==> config.mk <==
export PLATFORM = sky130hd
export DESIGN_NAME = decimal_range_prefix_cover
export DESIGN_NICKNAME = d
export VERILOG_FILES = /design/src/design/drpc_pkg.sv /design/src/design/drpc_front.sv /design/src/design/drpc_queue.sv /design/src/design/drpc_back.sv /design/src/design/decimal_range_prefix_cover.sv
export SDC_FILE = /design/constraint.sdc
export NUM_CORES = 1
export LEC_CHECK = 0
export BUFFER_PORTS_ARGS = -buffer_cell sky130_fd_sc_hd__buf_4
export CAP_MARGIN = 20
export CELL_PAD_IN_SITES_DETAIL_PLACEMENT = 1
export CELL_PAD_IN_SITES_GLOBAL_PLACEMENT = 1
export CORE_UTILIZATION = 39
export CTS_BUF_LIST = sky130_fd_sc_hd__clkbuf_4 sky130_fd_sc_hd__clkbuf_8
export CTS_CLUSTER_DIAMETER = 150
export DETAILED_ROUTE_END_ITERATION = 8
export PLACE_DENSITY = 0.65
export SLEW_MARGIN = 10
export SYNTH_ARGS = -nofsm -noshare
export SYNTH_HDL_FRONTEND = slang
export SYNTH_SLANG_ARGS = --single-unit
==> constraint.sdc <==
create_clock -name clk -period 5.5 [get_ports clk]
set_clock_uncertainty 0.15 [all_clocks]
set_input_delay 0.55 -clock clk [delete_from_list [all_inputs] [get_ports clk]]
set_output_delay 0.55 -clock clk [all_outputs]
set_load 0.01 [all_outputs]
==> src/design/drpc_pkg.sv <==
package drpc_pkg;

    localparam int RANGE_W    = 10;
    localparam int MAX_DIGITS = 4;
    localparam int LIMIT_W    = 14;

    // result status codes
    localparam logic [1:0] STATUS_PREFIX   = 2'd0;
    localparam logic [1:0] STATUS_NO_RANGE = 2'd1;
    localparam logic [1:0] STATUS_INVALID  = 2'd2;

    typedef logic [MAX_DIGITS-1:0][3:0] bcd_word_t;

    typedef struct packed {
        logic               range_present;
        logic [RANGE_W-1:0] range_low;
        logic [RANGE_W-1:0] range_high;
    } req_t;

    typedef struct packed {
        logic [1:0]         status;
        logic [RANGE_W-1:0] prefix_value;
        logic [1:0]         prefix_length;
        logic               last;
    } rsp_t;

    // classified range, bounds in BCD
    typedef struct packed {
        logic [1:0] status;
        bcd_word_t  lo_bcd;
        bcd_word_t  hi_bcd;
    } cmd_t;

    function automatic int pow10(input int n);
        int r;
        r = 1;
        for (int i = 0; i < n; i++)
        begin
            r = r * 10;
        end
        return r;
    endfunction

endpackage

==> src/design/drpc_front.sv <==
module drpc_front #(
    parameter int DIGITS = 3
) (
    input  logic             clk,
    input  logic             rst_n,
    input  logic             range_valid,
    output logic             range_stall,
    input  drpc_pkg::req_t   range_item,
    output logic             cmd_valid,
    input  logic             cmd_full,
    output drpc_pkg::cmd_t   cmd
);

    localparam int LIMIT = drpc_pkg::pow10(DIGITS) - 1;
    localparam logic [drpc_pkg::LIMIT_W-1:0] LIMIT_L = drpc_pkg::LIMIT_W'(LIMIT);
    localparam int CNT_W = $clog2(drpc_pkg::RANGE_W);
    localparam logic [CNT_W-1:0] LAST_STEP = CNT_W'(drpc_pkg::RANGE_W - 1);

    localparam logic [1:0] ST_IDLE    = 2'd0;
    localparam logic [1:0] ST_CONVERT = 2'd1;
    localparam logic [1:0] ST_PUSH    = 2'd2;

    logic [1:0]                   state_reg;
    logic [1:0]                   state_next;
    logic [CNT_W-1:0]             count_reg;
    logic [CNT_W-1:0]             count_next;
    logic [1:0]                   status_reg;
    logic [drpc_pkg::RANGE_W-1:0] lo_bin_reg;
    logic [drpc_pkg::RANGE_W-1:0] hi_bin_reg;
    drpc_pkg::bcd_word_t          lo_bcd_reg;
    drpc_pkg::bcd_word_t          hi_bcd_reg;
    logic [1:0]                   status_in;
    logic                         accept;

    // one double-dabble step: adjust digits, shift in the next binary bit
    function automatic drpc_pkg::bcd_word_t dd_step(input drpc_pkg::bcd_word_t b,
                                                    input logic bit_in);
        drpc_pkg::bcd_word_t                   a;
        logic [4*drpc_pkg::MAX_DIGITS:0]       w;
        for (int i = 0; i < drpc_pkg::MAX_DIGITS; i++)
        begin
            a[i] = (b[i] >= 4'd5) ? b[i] + 4'd3 : b[i];
        end
        w = {a, bit_in};
        return w[4*drpc_pkg::MAX_DIGITS-1:0];
    endfunction

    assign range_stall = (state_reg != ST_IDLE);
    assign accept      = range_valid && !range_stall;
    assign cmd_valid   = (state_reg == ST_PUSH);

    always_comb
    begin
        if (!range_item.range_present)
        begin
            status_in = drpc_pkg::STATUS_NO_RANGE;
        end
        else if (({4'b0, range_item.range_high} > LIMIT_L)
                 || (range_item.range_low > range_item.range_high))
        begin
            status_in = drpc_pkg::STATUS_INVALID;
        end
        else
        begin
            status_in = drpc_pkg::STATUS_PREFIX;
        end
    end

    always_comb
    begin
        state_next = state_reg;
        count_next = count_reg;
        case (state_reg)
            ST_IDLE:
            begin
                if (accept)
                begin
                    state_next = ST_CONVERT;
                    count_next = '0;
                end
            end
            ST_CONVERT:
            begin
                count_next = count_reg + 1'b1;
                if (count_reg == LAST_STEP)
                begin
                    state_next = ST_PUSH;
                end
            end
            ST_PUSH:
            begin
                if (!cmd_full)
                begin
                    state_next = ST_IDLE;
                end
            end
            default:
            begin
                state_next = ST_IDLE;
            end
        endcase
    end

    always_ff @(posedge clk or negedge rst_n)
    begin
        if (!rst_n)
        begin
            state_reg <= ST_IDLE;
            count_reg <= '0;
        end
        else
        begin
            state_reg <= state_next;
            count_reg <= count_next;
        end
    end

    // hold the range and convert both bounds, one bit a cycle
    always_ff @(posedge clk)
    begin
        if (accept)
        begin
            status_reg <= status_in;
            lo_bin_reg <= range_item.range_low;
            hi_bin_reg <= range_item.range_high;
            lo_bcd_reg <= '0;
            hi_bcd_reg <= '0;
        end
        else if (state_reg == ST_CONVERT)
        begin
            lo_bcd_reg <= dd_step(lo_bcd_reg, lo_bin_reg[drpc_pkg::RANGE_W-1]);
            hi_bcd_reg <= dd_step(hi_bcd_reg, hi_bin_reg[drpc_pkg::RANGE_W-1]);
            lo_bin_reg <= {lo_bin_reg[drpc_pkg::RANGE_W-2:0], 1'b0};
            hi_bin_reg <= {hi_bin_reg[drpc_pkg::RANGE_W-2:0], 1'b0};
        end
    end

    assign cmd.status = status_reg;
    assign cmd.lo_bcd = lo_bcd_reg;
    assign cmd.hi_bcd = hi_bcd_reg;

endmodule

==> src/design/drpc_queue.sv <==
module drpc_queue (
    input  logic           clk,
    input  logic           rst_n,
    input  logic           push_valid,
    output logic           push_full,
    input  drpc_pkg::cmd_t push_data,
    output logic           pop_valid,
    input  logic           pop_ready,
    output drpc_pkg::cmd_t pop_data
);

    localparam int DEPTH = 2;
    localparam int PTR_W = $clog2(DEPTH);
    localparam int FILL_W = $clog2(DEPTH + 1);
    localparam logic [FILL_W-1:0] FULL_FILL = FILL_W'(DEPTH);

    drpc_pkg::cmd_t    entry_reg [DEPTH];
    logic [PTR_W-1:0]  wr_ptr_reg;
    logic [PTR_W-1:0]  rd_ptr_reg;
    logic [FILL_W-1:0] fill_reg;
    logic [FILL_W-1:0] fill_next;
    logic              push_en;
    logic              pop_en;

    assign push_full = (fill_reg == FULL_FILL);
    assign pop_valid = (fill_reg != '0);
    assign push_en   = push_valid && !push_full;
    assign pop_en    = pop_ready && pop_valid;
    assign pop_data  = entry_reg[rd_ptr_reg];

    always_comb
    begin
        fill_next = fill_reg;
        if (push_en && !pop_en)
        begin
            fill_next = fill_reg + 1'b1;
        end
        else if (pop_en && !push_en)
        begin
            fill_next = fill_reg - 1'b1;
        end
    end

    always_ff @(posedge clk or negedge rst_n)
    begin
        if (!rst_n)
        begin
            wr_ptr_reg <= '0;
            rd_ptr_reg <= '0;
            fill_reg   <= '0;
        end
        else
        begin
            fill_reg <= fill_next;
            if (push_en)
            begin
                wr_ptr_reg <= (wr_ptr_reg == PTR_W'(DEPTH - 1)) ? '0 : wr_ptr_reg + 1'b1;
            end
            if (pop_en)
            begin
                rd_ptr_reg <= (rd_ptr_reg == PTR_W'(DEPTH - 1)) ? '0 : rd_ptr_reg + 1'b1;
            end
        end
    end

    always_ff @(posedge clk)
    begin
        if (push_en)
        begin
            entry_reg[wr_ptr_reg] <= push_data;
        end
    end

endmodule

==> src/design/drpc_back.sv <==
module drpc_back #(
    parameter int DIGITS = 3
) (
    input  logic           clk,
    input  logic           rst_n,
    input  logic           cmd_valid,
    output logic           cmd_pop,
    input  drpc_pkg::cmd_t cmd,
    output logic           prefix_valid,
    input  logic           prefix_stall,
    output drpc_pkg::rsp_t prefix_item
);

    localparam int K_W = $clog2(DIGITS + 1);
    localparam int ACC_W = drpc_pkg::LIMIT_W;
    localparam logic [2:0] DIGITS_L = 3'(DIGITS);

    localparam logic ST_IDLE = 1'b0;
    localparam logic ST_WALK = 1'b1;

    logic                        state_reg;
    logic                        state_next;
    logic                        out_valid_reg;
    logic                        out_valid_next;
    drpc_pkg::rsp_t              out_reg;
    drpc_pkg::rsp_t              out_next;
    logic [1:0]                  status_reg;
    logic [DIGITS-1:0][3:0]      cur_reg;
    logic [DIGITS-1:0][3:0]      lo_reg;

    logic                        slot_free;
    logic                        emit;
    logic                        nines;
    logic [DIGITS-1:0][3:0]      base_k;
    logic [K_W-1:0]              sel_k;
    logic [DIGITS-1:0][3:0]      base_sel;
    logic [DIGITS-1:0][3:0]      cur_dec;
    logic                        borrow;
    logic [ACC_W-1:0]            acc;
    logic [2:0]                  len_full;
    logic                        last_hit;

    assign slot_free = !out_valid_reg || !prefix_stall;
    assign emit      = (state_reg == ST_WALK) && slot_free;
    assign cmd_pop   = (state_reg == ST_IDLE);

    // widest block ending at the current top: its low digits are all nines and
    // its base stays at or above the lower bound
    always_comb
    begin
        nines  = 1'b1;
        sel_k  = '0;
        base_k = cur_reg;
        for (int k = 1; k <= DIGITS; k++)
        begin
            nines = nines && (cur_reg[k-1] == 4'd9);
            base_k[k-1] = 4'd0;
            if (nines && (base_k >= lo_reg))
            begin
                sel_k = K_W'(k);
            end
        end
    end

    always_comb
    begin
        acc = '0;
        for (int i = 0; i < DIGITS; i++)
        begin
            base_sel[i] = (i < int'(sel_k)) ? 4'd0 : cur_reg[i];
        end
        for (int i = DIGITS - 1; i >= 0; i--)
        begin
            if (i >= int'(sel_k))
            begin
                acc = (acc << 3) + (acc << 1) + ACC_W'(cur_reg[i]);
            end
        end
        // step the top just below the block just covered
        borrow = 1'b1;
        for (int i = 0; i < DIGITS; i++)
        begin
            if (borrow && (base_sel[i] == 4'd0))
            begin
                cur_dec[i] = 4'd9;
            end
            else if (borrow)
            begin
                cur_dec[i] = base_sel[i] - 4'd1;
                borrow     = 1'b0;
            end
            else
            begin
                cur_dec[i] = base_sel[i];
            end
        end
        len_full = DIGITS_L - 3'(sel_k);
        last_hit = (base_sel == lo_reg);
    end

    always_comb
    begin
        if (status_reg != drpc_pkg::STATUS_PREFIX)
        begin
            out_next.status        = status_reg;
            out_next.prefix_value  = '0;
            out_next.prefix_length = '0;
            out_next.last          = 1'b1;
        end
        else
        begin
            out_next.status        = drpc_pkg::STATUS_PREFIX;
            out_next.prefix_value  = acc[drpc_pkg::RANGE_W-1:0];
            out_next.prefix_length = len_full[1:0];
            out_next.last          = last_hit;
        end
    end

    always_comb
    begin
        state_next     = state_reg;
        out_valid_next = out_valid_reg;
        if (emit)
        begin
            out_valid_next = 1'b1;
        end
        else if (!prefix_stall)
        begin
            out_valid_next = 1'b0;
        end
        case (state_reg)
            ST_IDLE:
            begin
                if (cmd_valid)
                begin
                    state_next = ST_WALK;
                end
            end
            ST_WALK:
            begin
                if (emit && (out_next.last))
                begin
                    state_next = ST_IDLE;
                end
            end
            default:
            begin
                state_next = ST_IDLE;
            end
        endcase
    end

    always_ff @(posedge clk or negedge rst_n)
    begin
        if (!rst_n)
        begin
            state_reg     <= ST_IDLE;
            out_valid_reg <= 1'b0;
        end
        else
        begin
            state_reg     <= state_next;
            out_valid_reg <= out_valid_next;
        end
    end

    always_ff @(posedge clk)
    begin
        if ((state_reg == ST_IDLE) && cmd_valid)
        begin
            status_reg <= cmd.status;
            cur_reg    <= cmd.hi_bcd[DIGITS-1:0];
            lo_reg     <= cmd.lo_bcd[DIGITS-1:0];
        end
        else if (emit)
        begin
            cur_reg <= cur_dec;
        end
        if (emit)
        begin
            out_reg <= out_next;
        end
    end

    assign prefix_valid = out_valid_reg;
    assign prefix_item  = out_reg;

endmodule

==> src/design/decimal_range_prefix_cover.sv <==
// Decimal range prefix cover. Each range transaction on the range channel
// carries an inclusive range of DIGITS-digit decimal numbers; the block answers
// with the fewest decimal digit prefixes whose zero-padded completions cover
// exactly that range, one prefix transaction each, in descending order of the
// numbers they cover, with last set on the final one. The full range yields a
// single prefix of length zero. An absent range gives one no-range result, and
// an upper bound above 10^DIGITS-1 or a lower bound above the upper one gives
// one invalid result. The front end takes a range, converts both bounds to BCD
// one bit a cycle and hands it to a two-entry queue; it takes no new range until
// the last one has been handed to the queue. The back end loads a range from the
// queue while idle and then produces one prefix a cycle while the prefix channel
// does not stall; back-pressure on the prefix channel holds the walk in place.
module decimal_range_prefix_cover #(
    parameter int DIGITS = 3
) (
    input  logic           clk,
    input  logic           rst_n,
    input  logic           range_valid,
    output logic           range_stall,
    input  drpc_pkg::req_t range_item,
    output logic           prefix_valid,
    input  logic           prefix_stall,
    output drpc_pkg::rsp_t prefix_item
);

    logic           push_valid;
    logic           push_full;
    drpc_pkg::cmd_t push_data;
    logic           pop_valid;
    logic           pop_ready;
    drpc_pkg::cmd_t pop_data;

    // classify the range and convert its bounds
    drpc_front #(
        .DIGITS (DIGITS)
    ) u_front (
        .clk         (clk),
        .rst_n       (rst_n),
        .range_valid (range_valid),
        .range_stall (range_stall),
        .range_item  (range_item),
        .cmd_valid   (push_valid),
        .cmd_full    (push_full),
        .cmd         (push_data)
    );

    // decouple the two halves so that each may stall on its own
    drpc_queue u_queue (
        .clk        (clk),
        .rst_n      (rst_n),
        .push_valid (push_valid),
        .push_full  (push_full),
        .push_data  (push_data),
        .pop_valid  (pop_valid),
        .pop_ready  (pop_ready),
        .pop_data   (pop_data)
    );

    // walk the range from its top, one prefix a cycle unless the prefix channel stalls
    drpc_back #(
        .DIGITS (DIGITS)
    ) u_back (
        .clk          (clk),
        .rst_n        (rst_n),
        .cmd_valid    (pop_valid),
        .cmd_pop      (pop_ready),
        .cmd          (pop_data),
        .prefix_valid (prefix_valid),
        .prefix_stall (prefix_stall),
        .prefix_item  (prefix_item)
    );

endmodule

==> results.md <==
- Critical path class: flip-flop to flip-flop
- HP Class: input pin to flip-flop
- Max-Slew Margin vs Limit: 29.4%
- Post-synthesis async set-or-reset flop share: 7.95%
- Netlist cell types: 63
- Final Critical Period: 5180 ps
- Gr ovfl total: 0
- RSZ-0062 raised after global routing: false
- Hold path cells: 3
- Status: completed
- DR vias/cell: 5.27
- Initial Util: 40.1%
- Avg Inst Size Synth: 11.1 sq um
- First-pass GRT wire length: 29.3 mm
- CTS sink cnt: 151
- IO Count: 42
- Core area: 19700 sq um
- Sequential share of the synthesized area: 53.7%
- DRT Pass-1 Iters: 5
- #FFs+latches synth: 151
- CP Data Arrival Time: 5240 ps
- Top FF cell, synth: edfxtp_1
- Most frequent cells in the layout: edfxtp_1 (115), nand2_1 (68), buf_4 (62)
- Layout cells sized above 1: 16.3%
- Maximum number of pins on one net before global-route repair: 45
- Hold Vio Cnt, Final: 0
- Nets: 850
- Fin crit share: 94.2%
- Max clock buf depth: 2
- Iteration-0 DRC Markers: 248
- Commonest non-fill, non-tap cell in the layout: edfxtp_1
- Synth top area cells: edfxtp_1 (44%), ha_1 (8.9%), dfxtp_1 (6.1%)
- Worst path required time: 5560 ps
- Row Count: 51
- Final slew viol count: 0
- Initial antenna violation count: 0
- Max cap viols: 0
- Port-buffer cells: 41
- Htree depth: 4
- Syn_nets: 795
- Die X: 144 um
- Antenna Cells: 0
- CP startpoint kind: flip-flop
- Worst-skew pair later-pin latency: 450 ps
- Critical path fanouts, max: 7
- Cell count after synthesis: 710
- CTS clk-pin slew, worst paths: 90 ps
- EDFF count, synth: 115
- Via count: 5501
- CTS Root Cell: clkbuf_8
- Die Area: 20800 sq um
- Reg2reg path depth: 20
- Max FFs per register: 52
- CTS buffer count: 17
- Gr usage total: 18.4%
- Setup Viol. Count Final: 0
- DRC violations left: 0
- Ys Warns: 0
- CTS tree: yes
- Mapped Area: 7880 sq um
- Worst Setup End Kind: flip-flop
- Vias in the first global route: 5846
- Area growth syn-to-layout: 14.4%
- RD Place Congestion: 0.854
- WL/cell: 17.3 um
- Setup TNS: 0 ps
- Slew @ Worst Pin: 1050 ps
- Antenna-violating nets left: 0
- Post-DP HPWL: 13.3 mm
- Share of the synthesized area in the top cell type: 43.8%
- Max Fclk: 0.193 GHz
- Final wirelength: 18.0 mm
- Area leader, netlist: edfxtp_1
- Die Y: 144 um
final cells by class:
| cell class | instances | area [sq um] |
|---|---|---|
| Fill cell | 2194 | 10600 |
| Inverter | 46 | 173 |
| Tap cell | 265 | 332 |
| Timing Repair Buffer | 65 | 503 |
| Clock buffer | 18 | 241 |
| Sequential cell | 151 | 4230 |
| Multi-Input combinational cell | 484 | 3380 |
| Clock inverter | 14 | 150 |
worst paths after layout:
check	start	end	slack, ps
max in group asynchronous	rst_n	u_queue.rd_ptr_reg	4660
min in group asynchronous	rst_n	u_queue.fill_reg[1]	340
worst max register to register	u_back.cur_reg[2]	u_back.prefix_item[12]	320
worst min register to register	u_front.lo_bin_reg[9]	u_front.cmd[16]	300
worst max-delay path	u_back.cur_reg[2]	u_back.prefix_item[12]	320
worst min-delay path	prefix_stall	u_back.prefix_valid	190
what timing repair did:
action / in CTS / in global routing
hold buffers: 1 / 0
setup endpoints to repair: 0 / 1
hold endpoints to repair: 12 / 0
buffers inserted: 0 / 6
resized for setup: 0 / 4
Yosys cell counts (2+ instances only):
master	number
edfxtp_1	115
nand2_1	68
ha_1	56
o21ai_0	48
nor2_1	47
inv_1	46
a21oi_1	39
nand3_1	27
xnor2_1	25
dfxtp_1	24
clkbuf_1	21
mux2_2	16
dfrtp_1	12
nor3_1	12
xor2_1	12
nand2b_1	11
a31oi_1	9
nor2b_1	9
nand4_1	7
a211oi_1	6
o21a_1	6
o31ai_1	6
or4_1	6
a21o_1	5
mux2i_1	5
o32ai_1	5
buf_1	4
fa_1	4
nor4_1	4
o22ai_1	4
o2bb2ai_1	4
or2_2	4
or3_1	3
a2111oi_0	2
a22o_1	2
and2_1	2
and3_1	2
buf_2	2
nand4b_1	2
nor3b_1	2
o211ai_1	2
o21bai_1	2
o41ai_1	2
worst max-delay path: stages, from the launching register on:
cell	delay [ps]
edfxtp_1	470
and4bb_1	350
nand4_2	170
or3_1	430
nand2_1	100
inv_1	80
ha_1	190
inv_1	70
fa_1	490
or4_1	540
a31oi_1	210
xnor2_1	180
and2_1	210
ha_1	240
ha_1	340
nor3_1	200
nor2_1	70
o41ai_2	60
xor2_1	220
a21o_1	110
a21oi_1	60
per-layer routing:
| metal | GRT usage [%] | routed length [um] | vias to the layer above |
|---|---|---|---|
| met2 | 33.1 | 9360 | 59 |
| met1 | 21.8 | 8050 | 2720 |
| li1 | - | - | 2705 |
| met4 | 6.81 | 276 | 0 |
| met3 | 3.41 | 311 | 17 |
| met5 | 0 | 0 | - |
cells by family (layout without fill, tap and decap cells):
family / after synthesis / in the layout / share of synthesized area [%]
compound gates: 152 / 152 / 12.2
xor+xnor: 37 / 37 / 4.11
fa+ha+maj: 60 / 60 / 9.91
buf+inv: 75 / 143 / 3.75
flops: 151 / 151 / 53.7
mux: 21 / 21 / 2.92
simple gates: 214 / 214 / 13.4
metrics by stage:
| step | util (%) | setup slack, ps | hold slack, ps | instances | instance area [sq um] |
|---|---|---|---|---|---|
| 4_1_cts | 45.4 | 222 | 152 | 1036 | 8930 |
| 3_5_place_dp | 43.4 | 229 | 273 | 1003 | 8530 |
| 3_3_place_gp | 43.3 | 407 | 272 | 1002 | 8510 |
| 6_report | 45.8 | 321 | 188 | 1043 | 9010 |
| 2_1_floorplan | - | 493 | 104 | 710 | 7880 |
| 5_1_grt | 45.8 | 20.4 | 157 | 1043 | 9010 |
Power is left out: the tool's default activity adds up to more than one toggle a clock period on the data nets, which glitch-free logic cannot reach.
